[src/hw/rtl/mptf_pkg.sv]
// package for the markdown plain text filter
// item types, filter descriptor and character codes; no dependencies
`timescale 1ns / 1ps
`default_nettype none

package mptf_pkg;

  localparam int unsigned LIMIT_BITS  = 16;
  localparam int unsigned QUEUE_DEPTH = 2;
  localparam int unsigned BEAT_BITS   = 3;

  localparam logic [7:0] CHAR_TICK  = 8'h60;
  localparam logic [7:0] CHAR_DOT   = 8'h2E;
  localparam logic [7:0] CHAR_SPACE = 8'h20;
  localparam logic [7:0] CHAR_NL    = 8'h0A;
  localparam logic [7:0] CHAR_HASH  = 8'h23;
  localparam logic [7:0] CHAR_BANG  = 8'h21;
  localparam logic [7:0] CHAR_STAR  = 8'h2A;
  localparam logic [7:0] CHAR_UNDER = 8'h5F;
  localparam logic [7:0] CHAR_GT    = 8'h3E;
  localparam logic [7:0] CHAR_LBRK  = 8'h5B;
  localparam logic [7:0] CHAR_RBRK  = 8'h5D;
  localparam logic [7:0] CHAR_LPAR  = 8'h28;
  localparam logic [7:0] CHAR_RPAR  = 8'h29;
  localparam logic [7:0] CHAR_TAB   = 8'h09;
  localparam logic [7:0] CHAR_CR    = 8'h0D;

  typedef struct packed {
    logic [7:0] text_byte;
    logic       byte_present;
    logic       end_of_text;
  } in_item_t;

  typedef struct packed {
    logic [7:0] out_byte;
    logic       out_present;
    logic       out_last;
  } out_item_t;

  // work for the back end: ticks, then byte, then dots or a bare marker
  typedef struct packed {
    logic [1:0] ticks;
    logic       byte_vld;
    logic [7:0] data;
    logic       dots;
    logic       bare;
    logic       last;
  } op_t;

endpackage

`default_nettype wire

[src/hw/rtl/mptf_front.sv]
// front end of the filter: accepts bytes, tracks text state, builds descriptors
// depends on mptf_pkg
`timescale 1ns / 1ps
`default_nettype none

module mptf_front #(
  parameter int unsigned COUNT_BITS = 16
) (
  input  wire                             clk_i,
  input  wire                             rst_ni,
  input  wire                             cfg_valid_i,
  input  wire [mptf_pkg::LIMIT_BITS-1:0]  cfg_data_i,
  input  wire                             in_fire_i,
  input  wire mptf_pkg::in_item_t         item_i,
  output mptf_pkg::op_t                   op_o,
  output logic                            push_o
);
  import mptf_pkg::*;

  localparam int unsigned SumBits = COUNT_BITS + 2;
  localparam int unsigned CmpBits = (COUNT_BITS > LIMIT_BITS) ? COUNT_BITS : LIMIT_BITS;
  localparam logic [COUNT_BITS-1:0] CountMax = {COUNT_BITS{1'b1}};

  function automatic logic is_ws(input logic [7:0] b);
    return (b == CHAR_SPACE) || ((b >= CHAR_TAB) && (b <= CHAR_CR));
  endfunction

  function automatic logic is_markup(input logic [7:0] b);
    return (b == CHAR_HASH) || (b == CHAR_STAR) || (b == CHAR_UNDER) || (b == CHAR_TICK) ||
           (b == CHAR_GT) || (b == CHAR_LBRK) || (b == CHAR_RBRK) || (b == CHAR_LPAR) ||
           (b == CHAR_RPAR) || (b == CHAR_BANG);
  endfunction

  logic [LIMIT_BITS-1:0] limit_q;
  logic                  code_q, code_d;
  logic                  lws_q, lws_d;
  logic [1:0]            pend_q, pend_d;
  logic [COUNT_BITS-1:0] count_q, count_d;
  logic                  halt_q, halt_d;

  logic                  proc;
  logic                  emit;
  logic [7:0]            emit_byte;
  logic [1:0]            ticks_pre;
  logic [1:0]            ticks_end;
  logic [1:0]            ticks_tot;
  logic                  lws_mid;
  logic                  check_halt;
  logic [SumBits-1:0]    sum;
  logic [COUNT_BITS-1:0] count_fin;
  logic                  lim_hit;
  logic                  dots;

  always_comb begin
    code_d     = code_q;
    lws_d      = lws_q;
    pend_d     = pend_q;
    halt_d     = halt_q;
    emit       = 1'b0;
    emit_byte  = item_i.text_byte;
    ticks_pre  = 2'd0;
    check_halt = 1'b0;
    lws_mid    = (pend_q != 2'd0) ? 1'b0 : lws_q;
    proc       = item_i.byte_present && !halt_q;

    if (proc) begin
      if (item_i.text_byte == CHAR_TICK) begin
        if (pend_q == 2'd2) begin
          code_d = !code_q;
          pend_d = 2'd0;
        end else begin
          pend_d = pend_q + 2'd1;
        end
      end else if (code_q) begin
        ticks_pre = pend_q;
        pend_d    = 2'd0;
        lws_d     = lws_mid;
        if (item_i.text_byte == CHAR_NL) begin
          if (!lws_mid) begin
            emit      = 1'b1;
            emit_byte = CHAR_SPACE;
            lws_d     = 1'b1;
          end
        end else if (!is_ws(item_i.text_byte)) begin
          emit  = 1'b1;
          lws_d = 1'b0;
        end
      end else begin
        pend_d = 2'd0;
        if (!is_markup(item_i.text_byte)) begin
          check_halt = 1'b1;
          if (is_ws(item_i.text_byte)) begin
            if (!lws_q) begin
              emit      = 1'b1;
              emit_byte = CHAR_SPACE;
              lws_d     = 1'b1;
            end
          end else begin
            emit  = 1'b1;
            lws_d = 1'b0;
          end
        end
      end
    end

    // halt is only ever set outside code, so the old flag serves here
    ticks_end = (item_i.end_of_text && code_d && !halt_q) ? pend_d : 2'd0;
    ticks_tot = ticks_pre | ticks_end;

    sum = SumBits'(count_q) + SumBits'(ticks_tot) + SumBits'(emit);
    count_fin = (sum > SumBits'(CountMax)) ? CountMax : sum[COUNT_BITS-1:0];
    lim_hit = (limit_q != '0) && (CmpBits'(count_fin) >= CmpBits'(limit_q));

    if (check_halt && lim_hit) begin
      halt_d = 1'b1;
    end
    count_d = count_fin;
    dots    = item_i.end_of_text && lim_hit;

    op_o.ticks    = ticks_tot;
    op_o.byte_vld = emit;
    op_o.data     = emit_byte;
    op_o.dots     = dots;
    op_o.bare     = item_i.end_of_text && (ticks_tot == 2'd0) && !emit && !dots;
    op_o.last     = item_i.end_of_text;
    push_o        = in_fire_i && ((ticks_tot != 2'd0) || emit || item_i.end_of_text);

    if (item_i.end_of_text) begin
      code_d  = 1'b0;
      lws_d   = 1'b0;
      pend_d  = 2'd0;
      count_d = '0;
      halt_d  = 1'b0;
    end
  end

  always_ff @(posedge clk_i or negedge rst_ni) begin
    if (!rst_ni) begin
      limit_q <= '0;
      code_q  <= 1'b0;
      lws_q   <= 1'b0;
      pend_q  <= 2'd0;
      count_q <= '0;
      halt_q  <= 1'b0;
    end else begin
      if (cfg_valid_i) begin
        limit_q <= cfg_data_i;
      end
      if (in_fire_i) begin
        code_q  <= code_d;
        lws_q   <= lws_d;
        pend_q  <= pend_d;
        count_q <= count_d;
        halt_q  <= halt_d;
      end
    end
  end

endmodule

`default_nettype wire

[src/hw/rtl/mptf_queue.sv]
// short descriptor queue between front and back end
// depends on mptf_pkg
`timescale 1ns / 1ps
`default_nettype none

module mptf_queue (
  input  wire                 clk_i,
  input  wire                 rst_ni,
  input  wire                 push_i,
  input  wire mptf_pkg::op_t  op_i,
  input  wire                 pop_i,
  output mptf_pkg::op_t       head_o,
  output logic                empty_o,
  output logic                full_o
);
  import mptf_pkg::*;

  localparam int unsigned PtrBits = (QUEUE_DEPTH > 1) ? $clog2(QUEUE_DEPTH) : 1;
  localparam int unsigned CntBits = $clog2(QUEUE_DEPTH + 1);
  localparam logic [PtrBits-1:0] LastPtr = PtrBits'(QUEUE_DEPTH - 1);

  op_t               mem_q [QUEUE_DEPTH];
  logic [PtrBits-1:0] wr_ptr_q, rd_ptr_q;
  logic [CntBits-1:0] cnt_q;

  assign head_o  = mem_q[rd_ptr_q];
  assign empty_o = (cnt_q == '0);
  assign full_o  = (cnt_q == CntBits'(QUEUE_DEPTH));

  always_ff @(posedge clk_i) begin
    if (push_i) begin
      mem_q[wr_ptr_q] <= op_i;
    end
  end

  always_ff @(posedge clk_i or negedge rst_ni) begin
    if (!rst_ni) begin
      wr_ptr_q <= '0;
      rd_ptr_q <= '0;
      cnt_q    <= '0;
    end else begin
      if (push_i) begin
        wr_ptr_q <= (wr_ptr_q == LastPtr) ? '0 : wr_ptr_q + PtrBits'(1);
      end
      if (pop_i) begin
        rd_ptr_q <= (rd_ptr_q == LastPtr) ? '0 : rd_ptr_q + PtrBits'(1);
      end
      if (push_i && !pop_i) begin
        cnt_q <= cnt_q + CntBits'(1);
      end else if (pop_i && !push_i) begin
        cnt_q <= cnt_q - CntBits'(1);
      end
    end
  end

endmodule

`default_nettype wire

[src/hw/rtl/mptf_back.sv]
// back end of the filter: expands each descriptor into output beats
// depends on mptf_pkg; holds the output register
`timescale 1ns / 1ps
`default_nettype none

module mptf_back (
  input  wire                  clk_i,
  input  wire                  rst_ni,
  input  wire mptf_pkg::op_t   head_i,
  input  wire                  empty_i,
  output logic                 pop_o,
  output logic                 out_valid_o,
  input  wire                  out_ready_i,
  output mptf_pkg::out_item_t  out_item_o
);
  import mptf_pkg::*;

  logic [BEAT_BITS-1:0] idx_q, idx_d;
  logic [BEAT_BITS-1:0] total;
  logic [BEAT_BITS-1:0] ticks_w;
  logic [BEAT_BITS-1:0] pre_w;
  logic                 adv;
  logic                 final_beat;
  logic                 out_vld_q;
  out_item_t            out_q, beat;

  always_comb begin
    ticks_w    = BEAT_BITS'(head_i.ticks);
    pre_w      = ticks_w + BEAT_BITS'(head_i.byte_vld);
    total      = pre_w + (head_i.dots ? BEAT_BITS'(3) : '0) + BEAT_BITS'(head_i.bare);
    adv        = !empty_i && (!out_vld_q || out_ready_i);
    final_beat = (idx_q == total - BEAT_BITS'(1));
    pop_o      = adv && final_beat;
    idx_d      = idx_q;
    if (adv) begin
      idx_d = final_beat ? '0 : idx_q + BEAT_BITS'(1);
    end

    beat.out_present = 1'b1;
    beat.out_last    = head_i.last && final_beat;
    if (idx_q < ticks_w) begin
      beat.out_byte = CHAR_TICK;
    end else if (idx_q < pre_w) begin
      beat.out_byte = head_i.data;
    end else if (head_i.dots) begin
      beat.out_byte = CHAR_DOT;
    end else begin
      beat.out_byte    = 8'h00;
      beat.out_present = 1'b0;
    end
  end

  always_ff @(posedge clk_i or negedge rst_ni) begin
    if (!rst_ni) begin
      idx_q     <= '0;
      out_vld_q <= 1'b0;
    end else begin
      idx_q <= idx_d;
      if (adv) begin
        out_vld_q <= 1'b1;
      end else if (out_ready_i) begin
        out_vld_q <= 1'b0;
      end
    end
  end

  always_ff @(posedge clk_i) begin
    if (adv) begin
      out_q <= beat;
    end
  end

  assign out_valid_o = out_vld_q;
  assign out_item_o  = out_q;

endmodule

`default_nettype wire

[src/hw/rtl/markdown_plain_text_filter_unit.sv]
// top level of the markdown plain text filter
// depends on mptf_pkg, mptf_front, mptf_queue, mptf_back
//
//   port group  direction  beat contents
//   in_*        sink       text_byte, byte_present, end_of_text
//   out_*       source     out_byte, out_present, out_last
//   cfg_*       sink       length_limit (16 bits)
//
// one input beat per cycle while the descriptor queue has room
// an item yields zero to six output beats; the back end sends one a cycle
// while the receiver is ready; multi-beat items (held backticks, trailing dots)
// hold the queue head, so the input stalls when the queue is full
// reset clears text state, length limit and queue; cfg is always ready
`timescale 1ns / 1ps
`default_nettype none

module markdown_plain_text_filter_unit #(
  parameter int unsigned COUNT_BITS = 16
) (
  input  wire                            clk_i,
  input  wire                            rst_ni,
  input  wire                            in_valid_i,
  output logic                           in_ready_o,
  input  wire mptf_pkg::in_item_t        in_item_i,
  output logic                           out_valid_o,
  input  wire                            out_ready_i,
  output mptf_pkg::out_item_t            out_item_o,
  input  wire                            cfg_valid_i,
  output logic                           cfg_ready_o,
  input  wire [mptf_pkg::LIMIT_BITS-1:0] cfg_data_i
);
  import mptf_pkg::*;

  op_t  front_op, head_op;
  logic push, pop, q_empty, q_full;
  logic in_fire;

  assign in_ready_o  = !q_full;
  assign in_fire     = in_valid_i && !q_full;
  assign cfg_ready_o = 1'b1;

  mptf_front #(
    .COUNT_BITS (COUNT_BITS)
  ) u_front (
    .clk_i       (clk_i),
    .rst_ni      (rst_ni),
    .cfg_valid_i (cfg_valid_i),
    .cfg_data_i  (cfg_data_i),
    .in_fire_i   (in_fire),
    .item_i      (in_item_i),
    .op_o        (front_op),
    .push_o      (push)
  );

  mptf_queue u_queue (
    .clk_i   (clk_i),
    .rst_ni  (rst_ni),
    .push_i  (push),
    .op_i    (front_op),
    .pop_i   (pop),
    .head_o  (head_op),
    .empty_o (q_empty),
    .full_o  (q_full)
  );

  mptf_back u_back (
    .clk_i       (clk_i),
    .rst_ni      (rst_ni),
    .head_i      (head_op),
    .empty_i     (q_empty),
    .pop_o       (pop),
    .out_valid_o (out_valid_o),
    .out_ready_i (out_ready_i),
    .out_item_o  (out_item_o)
  );

endmodule

`default_nettype wire

[config.mk]
export PLATFORM = sky130hd
export DESIGN_NAME = markdown_plain_text_filter_unit
export DESIGN_NICKNAME = d
export VERILOG_FILES = /design/src/hw/rtl/mptf_pkg.sv /design/src/hw/rtl/mptf_front.sv /design/src/hw/rtl/mptf_queue.sv /design/src/hw/rtl/mptf_back.sv /design/src/hw/rtl/markdown_plain_text_filter_unit.sv
export SDC_FILE = /design/constraint.sdc
export NUM_CORES = 1
export LEC_CHECK = 0
export ABC_AREA = 1
export BUFFER_PORTS_ARGS = -buffer_cell sky130_fd_sc_hd__buf_2
export CORE_AREA = 2 2 119 121
export CTS_CLUSTER_DIAMETER = 150
export DETAILED_ROUTE_END_ITERATION = 16
export DIE_AREA = 0 0 121 123
export GPL_ROUTABILITY_DRIVEN = 0
export MAX_ROUTING_LAYER = met4
export PLACE_DENSITY = 0.62
export REMOVE_ABC_BUFFERS = 1
export SLEW_MARGIN = 25
export SYNTH_ARGS = -nofsm -noshare
export SYNTH_HDL_FRONTEND = slang
export SYNTH_SLANG_ARGS = --single-unit
[constraint.sdc]
create_clock -name clk_i -period 6.8 [get_ports clk_i]
set_input_delay 0.68 -clock clk_i [delete_from_list [all_inputs] [get_ports clk_i]]
set_output_delay 0.68 -clock clk_i [all_outputs]
set_load 0.01 [all_outputs]
Word level (Yosys, flattened, before mapping)
Memories as Yosys holds them, arrays and structs flattened.
Cells that the tools add are included.
- flip-flop bits (word level): 55
- bits in writable memories: 28
- memories: 1
- word-level logic and storage cells: 161
- memory list (name ; depth ; width ; read ports ; clocked after Yosys merged registers in ; write ports ; RTL line ; source):
    u_queue.mem_q ; 2 ; 14 ; 1 ; 0 ; 1 ; mptf_queue.sv:22 ; op_t mem_q [QUEUE_DEPTH];
- equality and inequality tests: 17
- muxes and demuxes: 59
- add/subtract/negate cells: 12
- $lt $le $gt $ge: 6
- bitwise logic cells: 1
- reductions and logical operators: 51
- operators by type and width (operator ; number):
    8-bit 2-to-1 mux ; 9
    8-bit by 6-bit equality test with 1-bit output (second input constant) ; 7
    1-bit 2-to-1 mux ; 35
    8-bit by 7-bit equality test with 1-bit output (second input constant) ; 4
    16-bit 2-to-1 mux ; 2
    2-bit 2-to-1 mux ; 11
    18-bit by 1-bit adder with 18-bit output ; 1
    18-bit by 16-bit > comparator with 1-bit output (second input constant) ; 1
    16-bit by 2-bit adder with 17-bit output ; 1
    1-bit logical AND ; 17
    16-bit greater-or-equal comparator ; 1
    16-bit nonzero test ; 1
    1-bit logical OR ; 13
    2-bit nonzero test ; 6
    1-bit zero test ; 9
    8-bit by 4-bit equality test with 1-bit output (second input constant) ; 1
    8-bit by 4-bit greater-or-equal comparator with 1-bit output (second input constant) ; 1
    8-bit by 4-bit <= comparator with 1-bit output (second input constant) ; 1
    6-bit 2-to-1 mux ; 1
    2-bit by 1-bit adder with 2-bit output (second input constant) ; 2
    2-bit equality test (second input constant) ; 2
    2-bit zero test ; 2
    4-bit AND reduction ; 1
    2-bit by 1-bit adder with 3-bit output ; 1
    15 further kinds ; 16

Depth between registers and ports, before layout
Gate-level depths: netlist of the first run.
- word-level depth: 22
- depth in mapped cells: 38
- mapped depth without buffers: 37

By module
Synthesis of the first run repeated with hierarchy kept, for this count alone.
- cell total of the unflattened synthesis: 579
- area total of the unflattened synthesis: 5047.3 um2
- by module, submodules not included (module ; times used ; sequential area each (um2) ; area an instance (um2) ; cells each):
    mptf_front ; 1 ; 925.9 ; 2844.0 ; 400
    mptf_queue ; 1 ; 940.9 ; 1270.0 ; 69
    mptf_back ; 1 ; 400.4 ; 908.4 ; 105
    markdown_plain_text_filter_unit ; 1 ; 0.0 ; 25.0 ; 5

Least setup slack after synthesis of the first run
No wires, ideal clock.
- path type: input -> register
- start: input port in_item_i[4] (netlist name)
- end: memory u_queue.mem_q[0][1] (netlist name) (data pin)
- library setup time: 0.260 ns
- cell stages on the path: 32
- setup slack: 2.209 ns
- arrival: 4.331 ns
- cell sequence: nor2_1 > nand2_1 > nor2_1 > nand3_1 > nand2_1 > nand3_1 > nand2_1 > ha_1 > inv_1 > fa_1 > inv_1 > nand2_1 > nor2_2 > nand2_1 > nand2_1 > nand2_1 > nor2_2 > nand3_1 > nor2_1 > nand3_1 > nand2_1 > nand2_1 > ha_1 > nand2_1 > inv_1 > nand3_1 > nor3_1 > nand3_1 > nand3_1 > nand2_1 > nor2_1 > nor2_1
- RTL lines (element ; RTL line ; source):
    start: declaration ; markdown_plain_text_filter_unit.sv:24 ; input wire mptf_pkg::in_item_t in_item_i,
    end: declaration ; mptf_queue.sv:22 ;

==> results_dict.tcl, run 1 <==
set metrics [dict create \
    maxSlewHeadroom_pct 42.9 \
    clockBufferDepth 2 \
    cpMostUsedCell "nand2_1" \
    wl_per_cell_um 12.2 \
    dp_hpwl_mm 8.69 \
    drc_errors 0 \
    grt_max_degree 46 \
    crit_buf_inv 3 \
    status "finished, final reports clean" \
    overflow 0 \
    synth_top_area_share_pct 21.3 \
    synth_top_cell_by_area "edfxtp_1" \
    powerDensity_mw_per_mm2 322 \
    max_freq_ghz 0.190 \
    pin_count 44 \
    ys_warn_count 0 \
    yosysUniqueCellTypes 37 \
    clk-insertion-delay-late_ns 0.34 \
    drive_gt1_share_pct 13.7 \
    worst_slack_ns 1.53 \
    hold_violations 0 \
    hold_class "input port to asynchronous set/reset pin" \
    synth-main-ff-cell "dfrtp_1" \
    p_leak_nw 2.93 \
    synth_common_cells "236 x nand2_1, 88 x inv_1, 60 x nor2_1" \
    areaGrowthSynthToFinish_pct 13.3 \
    fin_worst_skew_ns 0.00703 \
    clock_tree.root_cell "clkbuf_16" \
    dieHeight_um 123 \
    cp.arrival_ns 5.36 \
    cts.sinks 83 \
    finalSetupViolCount 0 \
    async_flop_share_pct 54.2 \
    numPortBuffers 42 \
    cts_setup_buffers 0 \
    antenna_found_initial 0 \
    viasPerCell 4.69 \
    ctsHoldBuffers 0 \
    die_w_um 121 \
    postSynthAreaPerCell_sq_um 7.59 \
    start_kind "input port" \
    die_area_sq_mm 0.0149 \
    initialDrtViolationCount 211 \
    cts_resized 0 \
    htreeDepth 3 \
    finalSetupTns_ns 0 \
    required_ns 6.89 \
    slowest_delay_ns 0.50 \
    drv_slew 0 \
    r2r_slack_ns 1.69 \
    grt_pass1_vias 4151 \
    ys_seq_area_share_pct 42.3 \
    worst-path-max-fanout 15 \
    first_pass_iters 4 \
    cp-end-kind "register" \
    final_nets 812 \
    synth_edf_count 38 \
    pre_cts_ws_ns 1.20 \
    initial_utilization_pct 39.4 \
    route.antenna.remaining_nets 0 \
    yosysMostFrequentCell "nand2_1" \
    post-route-period-util_pct 77.4 \
    grt_pass1_wl_mm 19.4 \
    final.min_clock_period_ns 5.27 \
    core_area_sq_mm 0.0136 \
    cts_inserted_buffers 9 \
    worst_pin_slew_ns 0.855 \
    syn_area_sq_mm 0.00536 \
    drv_cap 0 \
    cpMaxStageDelayCell "fa_1" \
    rsz0062_at_grt "no" \
    max-vdd-ir-drop_mv 0.150 \
    clkTransAtPathRegs_ns 0.07 \
    diodes 0 \
    vias 4381 \
    grt_usage_pct 17.1 \
    wl_mm 11.4 \
    syn-instance-count 707 \
    cts_tree "yes" \
    ys_ff_latch 83 \
    hold_slack_ns 0.424 \
    cpLargestDelayFamily "simple AND/OR/NAND/NOR gates" \
    rows 43 \
    crit_type "input port to register" \
    synth_area_leaders "edfxtp_1 21%, dfrtp_1 21%, nand2_1 17%" \
]
-- through the flow --
step                cell area (sq um)  power [W]  utilization, %  std cells
floorplan                        5290    0.00124               -        692
detailed placement               5750    0.00144            42.3        918
CTS                              6080    0.00199            44.6        934
finish                           6080    0.00196            44.6        934
global route                     6080    0.00213            44.6        934
global placement                 5750    0.00143            42.3        918
-- power by group --
group / internal, W / total [W] / switching, W
clock: 0.000324 / 0.000537 / 0.000213
combinational: 0.000271 / 0.000695 / 0.000424
sequential: 0.000665 / 0.000726 / 0.0000610
total: 0.00126 / 0.00196 / 0.000698
-- cell type report --
type                    instances  area, sq um
multi-input cells             518         2680
fillers                      1359         7530
clock buffers                   9          225
clock inverters                 7         98.8
repair buffers                 46          240
inverters                      91          342
well taps                     180          225
flip-flops and latches         83         2270
-- kinds of logic after synthesis --
family	share of synthesized area (%)
AO/OA/AOI/OAI	6.37
XOR/XNOR	3.41
adder cells (fa/ha/maj)	7.75
buffers and inverters	7.77
flip-flops	42.3
multiplexers	0.397
other	0.0699
AND/OR/NAND/NOR	32.0
-- worst reg2reg max path: cells and delay by family (launching register included) --
| family | cells | cell delay, ns |
|---|---|---|
| buffers and inverters | 3 | 0.21 |
| and+or+nand+nor | 24 | 3.26 |
| DFF | 1 | 0.38 |
| adders and majority gates | 3 | 0.99 |
-- final timing paths --
kind,from,end,cells after the start
worst min register to register,u_queue.cnt_q[0],u_queue.cnt_q[0],1
max in group asynchronous,rst_ni,u_front.count_q[7],2
worst max-delay path,in_item_i[4],u_queue.mem_q[0][1],31
worst min-delay path,rst_ni,u_front.count_q[12],2
min in group clk_i,u_queue.cnt_q[0],u_queue.cnt_q[0],1
worst max register to register,u_front.halt_q,u_queue.mem_q[0][1],30
-- layer usage --
metal	wire, um	track usage (%)	up-vias
met1	5330	20.9	1971
met3	302	3.37	8
met4	87	4.80	0
li1	-	-	2347
met2	5660	28.8	55
met5	0	-	-
-- registers in the layout, summed over array words and instances (netlist names) --
name and flops:
u_front.count_q 16, u_back.out_item_o 10, u_front.halt_q 1, u_back.out_valid_o 1
u_front.code_q 1, u_back.idx_q 3, u_front.pend_q 2, u_queue.cnt_q 2
u_front.lws_q 1, u_front.limit_q 16, u_queue.rd_ptr_q 1, u_queue.wr_ptr_q 1
u_queue.mem_q 28
-- placed cells by master, fill, tap and decap left out, drive strengths merged, types with 2 or more instances in the layout --
master and count:
nor2 73, o21bai 3, nand4 11, clkbuf 9
xor2 12, edfxtp 38, inv 92, dfrtp 45
a21oi 18, o21a 2, nand2 258, fa 2
clkinvlp 2, nor4 4, o21ai 35, xnor2 8
nor3 8, buf 46, ha 30, clkinv 2
nand3 43, bufinv 2, or2 2
Power figures use the tool's default switching activity.
==> run 2, diff against run 1 <==
Clock period 6.8 ns to 5.49 ns, I/O delays scaled along.
==> run 2 against run 1 <==
Against the previous run: setup slack worse by 0.95 ns; sequential share of layout area hardly changed; count of clock-buffer cells in the layout stayed put; power is 23% higher; clock power is 18% higher; non-clock buffer count is 2 higher; utilization hardly changed.
==> results_dict.tcl, run 2 (synthesized netlist as in run 1, its figures left out) <==
set metrics [dict create \
    drive_gt1_share_pct 14.0 \
    vias 4458 \
    startpoint "u_front.halt_q" \
    final_cell_mix "236 x nand2_1, 88 x inv_1, 60 x nor2_1" \
    clock_tree.root_cell "clkbuf_16" \
    die_area_sq_mm 0.0149 \
    max_freq_ghz 0.204 \
    final_common_cell "nand2_1" \
    areaGrowthSynthToFinish_pct 13.4 \
    wl_mm 11.7 \
    largestRegisters "u_queue.mem_q: 28 flops, u_front.count_q: 16 flops, u_front.limit_q: 16 flops" \
    initialDrtViolationCount 197 \
    start_kind "register" \
    p_int_w 0.00152 \
    clkTransAtPathRegs_ns 0.07 \
    cp-end-kind "register" \
    cp-endpoint "u_queue.mem_q[1][1]" \
    finalSetupTns_ns 0 \
    pwr-share-seq_pct 37.4 \
    overflow 0 \
    p_sw_w 0.000884 \
    crit_buf_inv 4 \
    dp_hpwl_mm 8.75 \
    required_ns 5.58 \
    largest_reg_flops 28 \
    drc_errors 0 \
    final_nets 814 \
    max-vdd-ir-drop_mv 0.196 \
    fin_worst_skew_ns 0.00763 \
    drv_slew 0 \
    htreeDepth 3 \
    post-route-period-util_pct 89.3 \
    worst-path-max-fanout 8 \
    cpMostUsedCell "nand2_1" \
    switching_share_pct 36.8 \
    combPwrFrac_pct 36.3 \
    reg2reg_to "u_queue.mem_q[1][1]" \
    diodes 0 \
    worst_pin_slew_ns 0.811 \
    maxSlewHeadroom_pct 45.8 \
    p_leak_nw 2.94 \
    cp.arrival_ns 4.99 \
    grt_pass1_vias 4193 \
    die_w_um 121 \
    cts_inserted_buffers 9 \
    finalNonFillerCells 936 \
    r2r-start "u_front.halt_q" \
    core_area_sq_mm 0.0136 \
    hold_class "input port to asynchronous set/reset pin" \
    grt_pass1_wl_mm 19.5 \
    dieHeight_um 123 \
    rows 43 \
    route.antenna.remaining_nets 0 \
    total_power_w 0.00240 \
    cpMaxStageDelayCell "fa_1" \
    worst-path-stages 32 \
    grt_usage_pct 17.1 \
    crit_type "register to register" \
    worstRegToRegCells 32 \
    clock_power_share_pct 26.3 \
    viasPerCell 4.76 \
    cts.sinks 83 \
    rsz0062_at_grt "no" \
    dp.cells 919 \
    antenna_found_initial 0 \
    drv_cap 0 \
    cts_tree "yes" \
    first_pass_iters 4 \
    status "finished, final reports clean" \
    finalSetupViolCount 0 \
    powerDensity_mw_per_mm2 395 \
    regMostFlops "u_queue.mem_q" \
    clk-insertion-delay-late_ns 0.34 \
    r2r_slack_ns 0.59 \
    fillCellCount 1396 \
    grt_max_degree 46 \
    clockBufferDepth 2 \
    hold_violations 0 \
    cpLargestDelayFamily "simple AND/OR/NAND/NOR gates" \
    initial_utilization_pct 39.4 \
    slowest_delay_ns 0.50 \
    final.min_clock_period_ns 4.90 \
    wl_per_cell_um 12.4 \
    pin_count 44 \
    numPortBuffers 42 \
]
[run 2: layout make-up]
cell class	count	area, sq um	share of cell area [%]
Sequential cell	83	2270	37.3
Tap cell	180	225	3.70
Multi-Input combinational cell	518	2680	44.1
Clock buffer	9	225	3.70
Timing Repair Buffer	48	255	4.20
Clock inverter	7	82.6	1.36
Inverter	91	342	5.62
[run 2: how the worst min path moves through the flow]
stage,endpoint,cells after the start,start,slack (ns)
finish,u_front.count_q[12],2,rst_ni,0.30
global placement,u_queue.wr_ptr_q,2,u_queue.wr_ptr_q,0.46
detailed placement,u_queue.cnt_q[0],1,u_queue.cnt_q[0],0.46
floorplan,u_back.idx_q[0],0,rst_ni,0.25
global route,u_front.count_q[12],2,rst_ni,0.36
CTS,u_front.count_q[12],2,rst_ni,0.32
[run 2: layer usage]
| metal | GRT usage (%) | vias to the layer above | part of all wire, % |
|---|---|---|---|
| li1 | - | 2341 | - |
| met2 | 28.4 | 63 | 50 |
| met3 | 2.95 | 10 | 2.7 |
| met4 | 5.31 | 0 | 1.2 |
| met1 | 21.3 | 2044 | 46 |
| met5 | - | - | 0 |
[run 2: timing repair]
| item | CTS | global route |
|---|---|---|
| hold buffers | 0 | 0 |
| buffers inserted | 0 | 1 |
| gates resized for setup | 0 | 1 |
| setup endpoints to repair | 0 | 2 |
[run 2: power groups by stage]
stage               Combinational (W)  Sequential [W]  Clock, W
floorplan                    0.000623        0.000915         0
global placement             0.000865        0.000911         0
detailed placement           0.000880        0.000912         0
CTS                          0.000889        0.000900  0.000647
global route                  0.00101        0.000913  0.000678
finish                       0.000872        0.000898  0.000633
[run 2: per-stage QoR]
step | utilization [%] | setup slack (ns) | instance area [sq um] | hold slack, ns
2_1_floorplan | - | 0.921 | 5290 | 0.253
5_1_grt | 44.7 | 0.0641 | 6080 | 0.364
3_5_place_dp | 42.3 | 0.203 | 5760 | 0.465
6_report | 44.7 | 0.586 | 6080 | 0.302
4_1_cts | 44.6 | 0.455 | 6070 | 0.322
3_3_place_gp | 42.3 | 0.374 | 5760 | 0.462
